**src/hdl/mfq_pkg.sv**
```systemverilog
// Package for the mbox "From " line quoter: the quoting mark table, mode codes,
// and the job word that the front end hands to the back end.
// No dependencies.
package mfq_pkg;

   // Mode register codes.
   localparam logic MODE_ENCODE = 1'b0;
   localparam logic MODE_DECODE = 1'b1;

   // Line feed closes a line; the next byte is at a line start.
   localparam logic [7:0] NEWLINE = 8'h0A;

   // The quoted mark ">From " is six bytes; the bare mark is its tail.
   localparam logic [2:0] MARK_LEN    = 3'd6;
   localparam logic [2:0] BARE_LEN    = 3'd5;
   localparam logic [2:0] QUOTED_BASE = 3'd0;
   localparam logic [2:0] BARE_BASE   = 3'd1;

   // Default number of jobs waiting between the front end and the back end.
   localparam int QUEUE_DEPTH_DEFAULT = 4;

   // One job: a run of mark bytes, optionally followed by one literal byte.
   typedef struct packed {
      logic [2:0] start;
      logic [2:0] len;
      logic       lit;
      logic [7:0] data;
   } job_type;

   // Byte of the quoted mark ">From " at the given position.
   function automatic logic [7:0] mark_byte(input logic [2:0] idx);
      logic [7:0] b;
      case (idx)
         3'd0:    b = 8'h3E;
         3'd1:    b = 8'h46;
         3'd2:    b = 8'h72;
         3'd3:    b = 8'h6F;
         3'd4:    b = 8'h6D;
         3'd5:    b = 8'h20;
         default: b = 8'h00;
      endcase
      return b;
   endfunction

endpackage

```
**src/hdl/mfq_front.sv**
```systemverilog
// Front end of the mbox "From " line quoter: holds the mode register and the
// line-start and match state, and turns each input word into at most one job.
// Depends on mfq_pkg.
module mfq_front (
   input  logic            clock,
   input  logic            reset,
   input  logic            csr_wr_en,
   input  logic            csr_wr_data,
   input  logic            req_valid,
   input  logic [7:0]      req_in_byte,
   input  logic            req_flush,
   input  logic            queue_full,
   output logic            push_valid,
   output mfq_pkg::job_type push_job
);
   import mfq_pkg::*;

   logic       mode_ff;
   logic       at_line_start_ff, at_line_start_in;
   logic [2:0] match_count_ff, match_count_in;

   logic       accept;
   logic       job_present;
   logic       hit;
   logic       is_newline;
   logic [2:0] pat_off, pat_len, rep_start, rep_len, pat_idx, next_count;
   job_type    job;

   // Pattern and replacement depend on the direction.
   always_comb begin
      if (mode_ff == MODE_DECODE) begin
         pat_off   = QUOTED_BASE;
         pat_len   = MARK_LEN;
         rep_start = BARE_BASE;
         rep_len   = BARE_LEN;
      end else begin
         pat_off   = BARE_BASE;
         pat_len   = BARE_LEN;
         rep_start = QUOTED_BASE;
         rep_len   = MARK_LEN;
      end
   end

   // Classify the word and build the job it causes.
   always_comb begin
      pat_idx          = match_count_ff + pat_off;
      next_count       = match_count_ff + 3'd1;
      hit              = (match_count_ff < pat_len) && (req_in_byte == mark_byte(pat_idx));
      is_newline       = (req_in_byte == NEWLINE);
      job.start        = pat_off;
      job.len          = match_count_ff;
      job.lit          = 1'b1;
      job.data         = req_in_byte;
      job_present      = 1'b0;
      at_line_start_in = at_line_start_ff;
      match_count_in   = match_count_ff;
      if (req_flush) begin
         // End of stream: release the held prefix, if any.
         job.lit        = 1'b0;
         job_present    = (match_count_ff != 3'd0);
         if (match_count_ff != 3'd0) begin
            at_line_start_in = 1'b0;
         end
         match_count_in = 3'd0;
      end else if (at_line_start_ff || (match_count_ff != 3'd0)) begin
         if (hit) begin
            if (next_count == pat_len) begin
               // Whole mark seen: send the replacement.
               job.start        = rep_start;
               job.len          = rep_len;
               job.lit          = 1'b0;
               job_present      = 1'b1;
               match_count_in   = 3'd0;
               at_line_start_in = 1'b0;
            end else begin
               match_count_in = next_count;
            end
         end else begin
            // Mismatch: held prefix, then this byte.
            job_present      = 1'b1;
            match_count_in   = 3'd0;
            at_line_start_in = is_newline;
         end
      end else begin
         // Mid-line byte passes through.
         job.len          = 3'd0;
         job_present      = 1'b1;
         at_line_start_in = is_newline;
      end
   end

   assign accept     = req_valid && !queue_full;
   assign push_valid = accept && job_present;
   assign push_job   = job;

   // A mode write restarts the filter at a line start.
   always_ff @(posedge clock) begin
      if (reset) begin
         mode_ff          <= MODE_ENCODE;
         at_line_start_ff <= 1'b1;
         match_count_ff   <= 3'd0;
      end else if (csr_wr_en) begin
         mode_ff          <= csr_wr_data;
         at_line_start_ff <= 1'b1;
         match_count_ff   <= 3'd0;
      end else if (accept) begin
         at_line_start_ff <= at_line_start_in;
         match_count_ff   <= match_count_in;
      end
   end

`ifndef SYNTHESIS
   // Bytes are only held while the line start is still open.
   a_held_at_line_start: assert property (@(posedge clock) disable iff (reset)
      (match_count_ff != 3'd0) |-> at_line_start_ff)
      else $error("match held outside a line start");

   // The held count never reaches the pattern length.
   a_count_below_pattern: assert property (@(posedge clock) disable iff (reset)
      (mode_ff == MODE_DECODE) ? (match_count_ff < MARK_LEN) : (match_count_ff < BARE_LEN))
      else $error("match count at or beyond pattern length");
`endif

endmodule

```
**src/hdl/mfq_queue.sv**
```systemverilog
// Job queue between the front end and the back end of the mbox quoter.
// A small register ring with a fill count. Depends on mfq_pkg.
module mfq_queue #(
   parameter int DEPTH = mfq_pkg::QUEUE_DEPTH_DEFAULT
) (
   input  logic             clock,
   input  logic             reset,
   input  logic             push_valid,
   input  mfq_pkg::job_type push_job,
   input  logic             pop,
   output logic             full,
   output logic             head_valid,
   output mfq_pkg::job_type head_job
);
   import mfq_pkg::*;

   localparam int IDX_W = (DEPTH > 1) ? $clog2(DEPTH) : 1;
   localparam int CNT_W = $clog2(DEPTH + 1);
   localparam logic [IDX_W-1:0] LAST_IDX = IDX_W'(DEPTH - 1);
   localparam logic [CNT_W-1:0] FULL_CNT = CNT_W'(DEPTH);

   job_type          slot_ff [DEPTH];
   logic [IDX_W-1:0] wr_ptr_ff, wr_ptr_in;
   logic [IDX_W-1:0] rd_ptr_ff, rd_ptr_in;
   logic [CNT_W-1:0] count_ff, count_in;

   // Pointer and fill count updates.
   always_comb begin
      wr_ptr_in = wr_ptr_ff;
      rd_ptr_in = rd_ptr_ff;
      if (push_valid) begin
         wr_ptr_in = (wr_ptr_ff == LAST_IDX) ? '0 : wr_ptr_ff + 1'b1;
      end
      if (pop) begin
         rd_ptr_in = (rd_ptr_ff == LAST_IDX) ? '0 : rd_ptr_ff + 1'b1;
      end
      case ({push_valid, pop})
         2'b10:   count_in = count_ff + 1'b1;
         2'b01:   count_in = count_ff - 1'b1;
         default: count_in = count_ff;
      endcase
   end

   always_ff @(posedge clock) begin
      if (reset) begin
         wr_ptr_ff <= '0;
         rd_ptr_ff <= '0;
         count_ff  <= '0;
      end else begin
         wr_ptr_ff <= wr_ptr_in;
         rd_ptr_ff <= rd_ptr_in;
         count_ff  <= count_in;
      end
   end

   // Job storage.
   always_ff @(posedge clock) begin
      if (push_valid) begin
         slot_ff[wr_ptr_ff] <= push_job;
      end
   end

   assign full       = (count_ff == FULL_CNT);
   assign head_valid = (count_ff != '0);
   assign head_job   = slot_ff[rd_ptr_ff];

`ifndef SYNTHESIS
   // The front end never pushes into a full queue.
   a_no_push_when_full: assert property (@(posedge clock) disable iff (reset)
      push_valid |-> !full)
      else $error("push into full job queue");

   // The back end never pops an empty queue.
   a_no_pop_when_empty: assert property (@(posedge clock) disable iff (reset)
      pop |-> head_valid)
      else $error("pop from empty job queue");
`endif

endmodule

```
**src/hdl/mfq_back.sv**
```systemverilog
// Back end of the mbox quoter: expands each job into output words, one a cycle
// unless rsp_stall holds the registered output stage. Depends on mfq_pkg.
module mfq_back (
   input  logic             clock,
   input  logic             reset,
   input  logic             head_valid,
   input  mfq_pkg::job_type head_job,
   output logic             pop,
   input  logic             rsp_stall,
   output logic             rsp_valid,
   output logic [7:0]       rsp_out_byte,
   output logic             rsp_last_of_run
);
   import mfq_pkg::*;

   logic       busy_ff, busy_in;
   job_type    job_ff, job_in;
   logic       rsp_valid_ff, rsp_valid_in;
   logic [7:0] rsp_out_byte_ff, rsp_out_byte_in;
   logic       rsp_last_ff, rsp_last_in;

   logic       out_free;
   logic       cur_valid;
   logic       fire;
   job_type    cur;
   job_type    rest;

   // Take one word from the job in hand, or straight from the queue head.
   always_comb begin
      out_free  = !rsp_valid_ff || !rsp_stall;
      cur       = busy_ff ? job_ff : head_job;
      cur_valid = busy_ff || head_valid;
      fire      = out_free && cur_valid;
      rest      = cur;
      if (cur.len != 3'd0) begin
         rsp_out_byte_in = mark_byte(cur.start);
         rsp_last_in     = (cur.len == 3'd1) && !cur.lit;
         rest.start      = cur.start + 3'd1;
         rest.len        = cur.len - 3'd1;
      end else begin
         rsp_out_byte_in = cur.data;
         rsp_last_in     = 1'b1;
      end
      busy_in      = fire ? !rsp_last_in : busy_ff;
      job_in       = fire ? rest : job_ff;
      rsp_valid_in = fire ? 1'b1 : (out_free ? 1'b0 : rsp_valid_ff);
   end

   assign pop = fire && !busy_ff;

   // Control state.
   always_ff @(posedge clock) begin
      if (reset) begin
         busy_ff      <= 1'b0;
         rsp_valid_ff <= 1'b0;
      end else begin
         busy_ff      <= busy_in;
         rsp_valid_ff <= rsp_valid_in;
      end
   end

   // Job remainder and output word.
   always_ff @(posedge clock) begin
      job_ff <= job_in;
      if (fire) begin
         rsp_out_byte_ff <= rsp_out_byte_in;
         rsp_last_ff     <= rsp_last_in;
      end
   end

   assign rsp_valid       = rsp_valid_ff;
   assign rsp_out_byte    = rsp_out_byte_ff;
   assign rsp_last_of_run = rsp_last_ff;

`ifndef SYNTHESIS
   // A job kept in hand always has words left to send.
   a_busy_not_empty: assert property (@(posedge clock) disable iff (reset)
      busy_ff |-> ((job_ff.len != 3'd0) || job_ff.lit))
      else $error("empty job left in hand");

   // A word that is not the last of its run leaves the rest of the job in hand.
   a_run_continues: assert property (@(posedge clock) disable iff (reset)
      (rsp_valid_ff && !rsp_last_ff) |-> busy_ff)
      else $error("run ended without last word");
`endif

endmodule

```
**src/hdl/mbox_from_line_quoter_core.sv**
```systemverilog
// Path: an accepted word's job is queued, then sent out through the output register.
// Throughput: one input word per cycle until the input stalls, once the job queue
// between front and back end (QUEUE_DEPTH jobs) is full; the back end sends each
// job's run of up to six words one after another.
// Reset: synchronous; mode returns to encode, the stream restarts at a line start,
// and the job queue and output stage are emptied at once.
module mbox_from_line_quoter_core #(
   parameter int QUEUE_DEPTH = mfq_pkg::QUEUE_DEPTH_DEFAULT
) (
   input  logic       clock,
   input  logic       reset,
   input  logic       csr_wr_en,
   input  logic       csr_wr_data,
   input  logic       req_valid,
   output logic       req_stall,
   input  logic [7:0] req_in_byte,
   input  logic       req_flush,
   output logic       rsp_valid,
   input  logic       rsp_stall,
   output logic [7:0] rsp_out_byte,
   output logic       rsp_last_of_run
);
   import mfq_pkg::*;

   logic    queue_full;
   logic    push_valid;
   job_type push_job;
   logic    head_valid;
   job_type head_job;
   logic    pop;

   assign req_stall = queue_full;

   // Front end: classify input words into jobs.
   mfq_front u_front (
      .clock       (clock),
      .reset       (reset),
      .csr_wr_en   (csr_wr_en),
      .csr_wr_data (csr_wr_data),
      .req_valid   (req_valid),
      .req_in_byte (req_in_byte),
      .req_flush   (req_flush),
      .queue_full  (queue_full),
      .push_valid  (push_valid),
      .push_job    (push_job)
   );

   // Job queue.
   mfq_queue #(
      .DEPTH (QUEUE_DEPTH)
   ) u_queue (
      .clock      (clock),
      .reset      (reset),
      .push_valid (push_valid),
      .push_job   (push_job),
      .pop        (pop),
      .full       (queue_full),
      .head_valid (head_valid),
      .head_job   (head_job)
   );

   // Back end: expand jobs into output words.
   mfq_back u_back (
      .clock           (clock),
      .reset           (reset),
      .head_valid      (head_valid),
      .head_job        (head_job),
      .pop             (pop),
      .rsp_stall       (rsp_stall),
      .rsp_valid       (rsp_valid),
      .rsp_out_byte    (rsp_out_byte),
      .rsp_last_of_run (rsp_last_of_run)
   );

endmodule
```
**config.mk**
```make
export PLATFORM = sky130hd
export DESIGN_NAME = mbox_from_line_quoter_core
export DESIGN_NICKNAME = d
export VERILOG_FILES = /design/src/hdl/mfq_pkg.sv /design/src/hdl/mfq_front.sv /design/src/hdl/mfq_queue.sv /design/src/hdl/mfq_back.sv /design/src/hdl/mbox_from_line_quoter_core.sv
export SDC_FILE = /design/constraint.sdc
export NUM_CORES = 1
export LEC_CHECK = 0
export BUFFER_PORTS_ARGS = -buffer_cell sky130_fd_sc_hd__buf_4
export CAP_MARGIN = 20
export CORE_MARGIN = 10
export CORE_UTILIZATION = 29
export CTS_BUF_LIST = sky130_fd_sc_hd__clkbuf_4 sky130_fd_sc_hd__clkbuf_8
export DETAILED_ROUTE_END_ITERATION = 8
export MAX_ROUTING_LAYER = met4
export SLEW_MARGIN = 20
export SYNTH_ARGS = -nofsm -noshare
export SYNTH_HDL_FRONTEND = slang
export SYNTH_HIERARCHICAL = 1
export SYNTH_SLANG_ARGS = --single-unit
```
**constraint.sdc**
```tcl
create_clock -name clock -period 6.7 [get_ports clock]
set_clock_uncertainty 0.1 [all_clocks]
set_input_delay 1.34 -clock clock [delete_from_list [all_inputs] [get_ports clock]]
set_output_delay 1.34 -clock clock [all_outputs]
set_load 0.02 [all_outputs]
```
==> results by group <==
Clock tree
  • CTS tree: built
  • CTS root buf: clkbuf_8
  • Hold Buf Count CTS: 0
  • Worst-path clk slew: 90 ps
  • H-tree lvl count: 3
  • Clk_lat worst skew: 360 ps
  • Post-CTS Setup Bufs: 0
  • Clock sink total: 100
  • Max Root-Sink Buffers: 2
  • Post-cts sizing count: 0
  • Num CTS Buffers: 9

Yosys
  • Post-synth EDFFs: 84
  • Yosys reg bits: 100
  • Sequential area share after synthesis: 58.51%
  • Count of distinct cell types in the synthesized netlist: 63
  • Post-synthesis mux area share: 13.62%
  • Post-synthesis xor/xnor area fraction: 1.957%
  • Top post-synthesis cells by area: edfxtp_1, dfxtp_1, ha_1
  • Top-area cell type share of the netlist area: 51.92%
  • Post-synthesis async set-or-reset flop share: 0%
  • Synth Cell Area: 0.004858 mm2
  • Synth Area in Adders: 5.820%
  • Post-synthesis cell count: 325
  • Post-synth top cells: edfxtp_1, ha_1, nor2_1
  • Synth Area in Compound Gates: 6.799%
  • Mapped Avg Cell Area: 14.95 um2
  • Largest family of logic cells by synthesized area: multiplexers
  • Top_reg_cell synth: edfxtp_1
  • Syn. warnings: 6
  • Top-count cell post-synth: edfxtp_1
  • Yosys top cell by area: edfxtp_1
  • Synth Area in Simple Gates: 8.524%

Die
  • CORE AREA: 0.01652 mm2
  • Num rows: 47
  • # IOs: 26
  • Die area: 0.02233 mm2
  • Die X: 149.4 um
  • Die H: 149.4 um
  • Starting Density: 29.40%

Drt
  • DRT antenna net count: 0
  • WL per Instance: 15.03 um
  • Residual DRC: 0
  • Total number of vias: 2565
  • Final wirelength: 8597 um
  • Routed vias/inst: 4.484
  • Initial DRC count: 106
  • Initial DRT Pass Iterations: 4

STA
  • Hold Worst Slack: 403.5 ps
  • Final clock period utilization by the worst path: 63.63%
  • Worst Max-Slew Pin Slew: 789.8 ps
  • Fmax: 234.6 MHz
  • RSZ-0062 raised after global routing: no
  • Final Slew Violations: 0
  • Worst rel slew slack: 47.35%
  • Min cycle time layout: 4263 ps
  • Final hold viol count: 0
  • Setup tns final: 0 ps
  • # setup viols final: 0

Setup path
  • Setup CP Type: flop to flop
  • Worst setup EP type: flop
  • Worst R2R Path Depth: 16
  • Startpoint Class: flop
  • Worst Path Arrival: 4460 ps
  • Crit Path Max Fanout: 7
  • Critical Path RT: 6900 ps

Cells and area
  • Layout area overhead: 10.84%
  • Proportion of layout cells with a drive suffix above 1: 22.44%
  • Final nets: 384
  • Inserted Diodes: 0

Place
  • RD Place Congestion: 0.7895
  • Post-DP HPWL: 6181 um
  • Input/output buffers: 25

Pwr
  • Pleak: 1.863 nW
  • Maximum vdd drop: 196.1 uV
  • Power per Cell Area: 341.0 mW/mm2

Global routing
  • Largest net degree at the start of global routing: 21
  • Total track usage: 8.302%
  • Initial antenna violation count: 0
  • Vias in the first global route: 2637
  • Grt ovf: 0
  • First-pass GRT wire length: 13900 um

Hold path
  • Hold depth: 1
  • HP Class: flop to flop

Job
  • Max-cap check violation count: 0

Run status
  • Status: completed
flip-flops by register name, summed over array words and instances (netlist names), named ones only:
signal,flops
u_back/job_ff,15
u_back/busy_ff,1
u_front/match_count_ff,3
u_back/rsp_valid,1
u_queue/count_ff,3
u_front/at_line_start_ff,1
u_queue/wr_ptr_ff,2
u_queue/rd_ptr_ff,2
u_back/rsp_out_byte,8
u_queue/slot_ff,60
u_back/rsp_last_of_run,1
u_front/mode_ff,1
critical path, stage by stage, from the launching register on:
cell	delay (ps)
dfxtp_1	450
inv_1	140
ha_1	220
ha_1	250
xnor2_1	410
mux2i_1	140
o221a_2	290
o2111ai_4	320
nor3_4	90
a221oi_1	660
inv_1	150
ha_1	240
inv_1	70
fa_1	170
xor2_1	80
or3_1	300
a21oi_1	140
cell type report:
type,count,area (um2)
clock buffer,10,131.4
clock inverter,6,55.05
fill,1590,11140
inverter,20,75.07
multi-input combinational,188,1795
sequential,100,2843
tap,220,275.3
timing repair buffer,28,210.2
metrics by stage:
| stage | power, mW | utilization [%] | cells | instance area, um2 | worst slack (ps) |
|---|---|---|---|---|---|
| after floorplan | 1.339 | - | 326 | 4862 | 2584 |
| after global placement | 1.479 | 31.46 | 556 | 5199 | 2314 |
| after detailed placement | 1.501 | 31.46 | 556 | 5199 | 2189 |
| after CTS | 1.871 | 32.59 | 572 | 5385 | 2413 |
| after global routing | 1.963 | 32.59 | 572 | 5385 | 2048 |
| final | 1.836 | 32.59 | 572 | 5385 | 2437 |
worst paths after layout:
path                                 start  slack, ps                       end
setup / recovery           u_front/mode_ff       2440       u_queue/count_ff[2]
hold / removal    u_front/at_line_start_ff        400  u_front/at_line_start_ff
setup reg to reg           u_front/mode_ff       2440       u_queue/count_ff[2]
hold reg to reg   u_front/at_line_start_ff        400  u_front/at_line_start_ff
power by group:
group | leakage, nW | internal, mW | switching, mW | total [mW]
Clock | 0.0945 | 0.173 | 0.190 | 0.363
Combinational | 0.849 | 0.261 | 0.327 | 0.588
Sequential | 0.919 | 0.838 | 0.0472 | 0.885
Total | 1.86 | 1.27 | 0.564 | 1.84
logic make-up (layout without fill, tap and decap cells):
logic type,Yosys count,in the layout
simple gates,72,72
xor+xnor,10,10
buf+inv,38,64
flops,100,100
fa+ha+maj,22,22
compound gates,41,41
mux,41,41
other cells,1,2
layout by cell type, fill, tap and decap left out, types with 4 or more instances in the layout:
cell,count
nand3_1,4
dfxtp_1,16
a21oi_1,9
mux2_2,9
mux4_1,5
mux2i_1,13
and2_1,6
edfxtp_1,84
nand2_1,10
mux4_2,10
nand2b_1,4
nor2_1,21
xnor2_1,6
o21ai_0,7
ha_1,21
clkbuf_8,9
inv_1,19
buf_4,28
routing by layer:
layer	vias up	global-route usage (%)	share of wire [%]
li1	1253	-	-
met1	1258	10.37	48
met2	47	12.44	47
met3	7	2.506	4.5
met4	0	3.091	0.97
met5	-	-	0
Note: power is estimated with default switching activity, not from simulation.
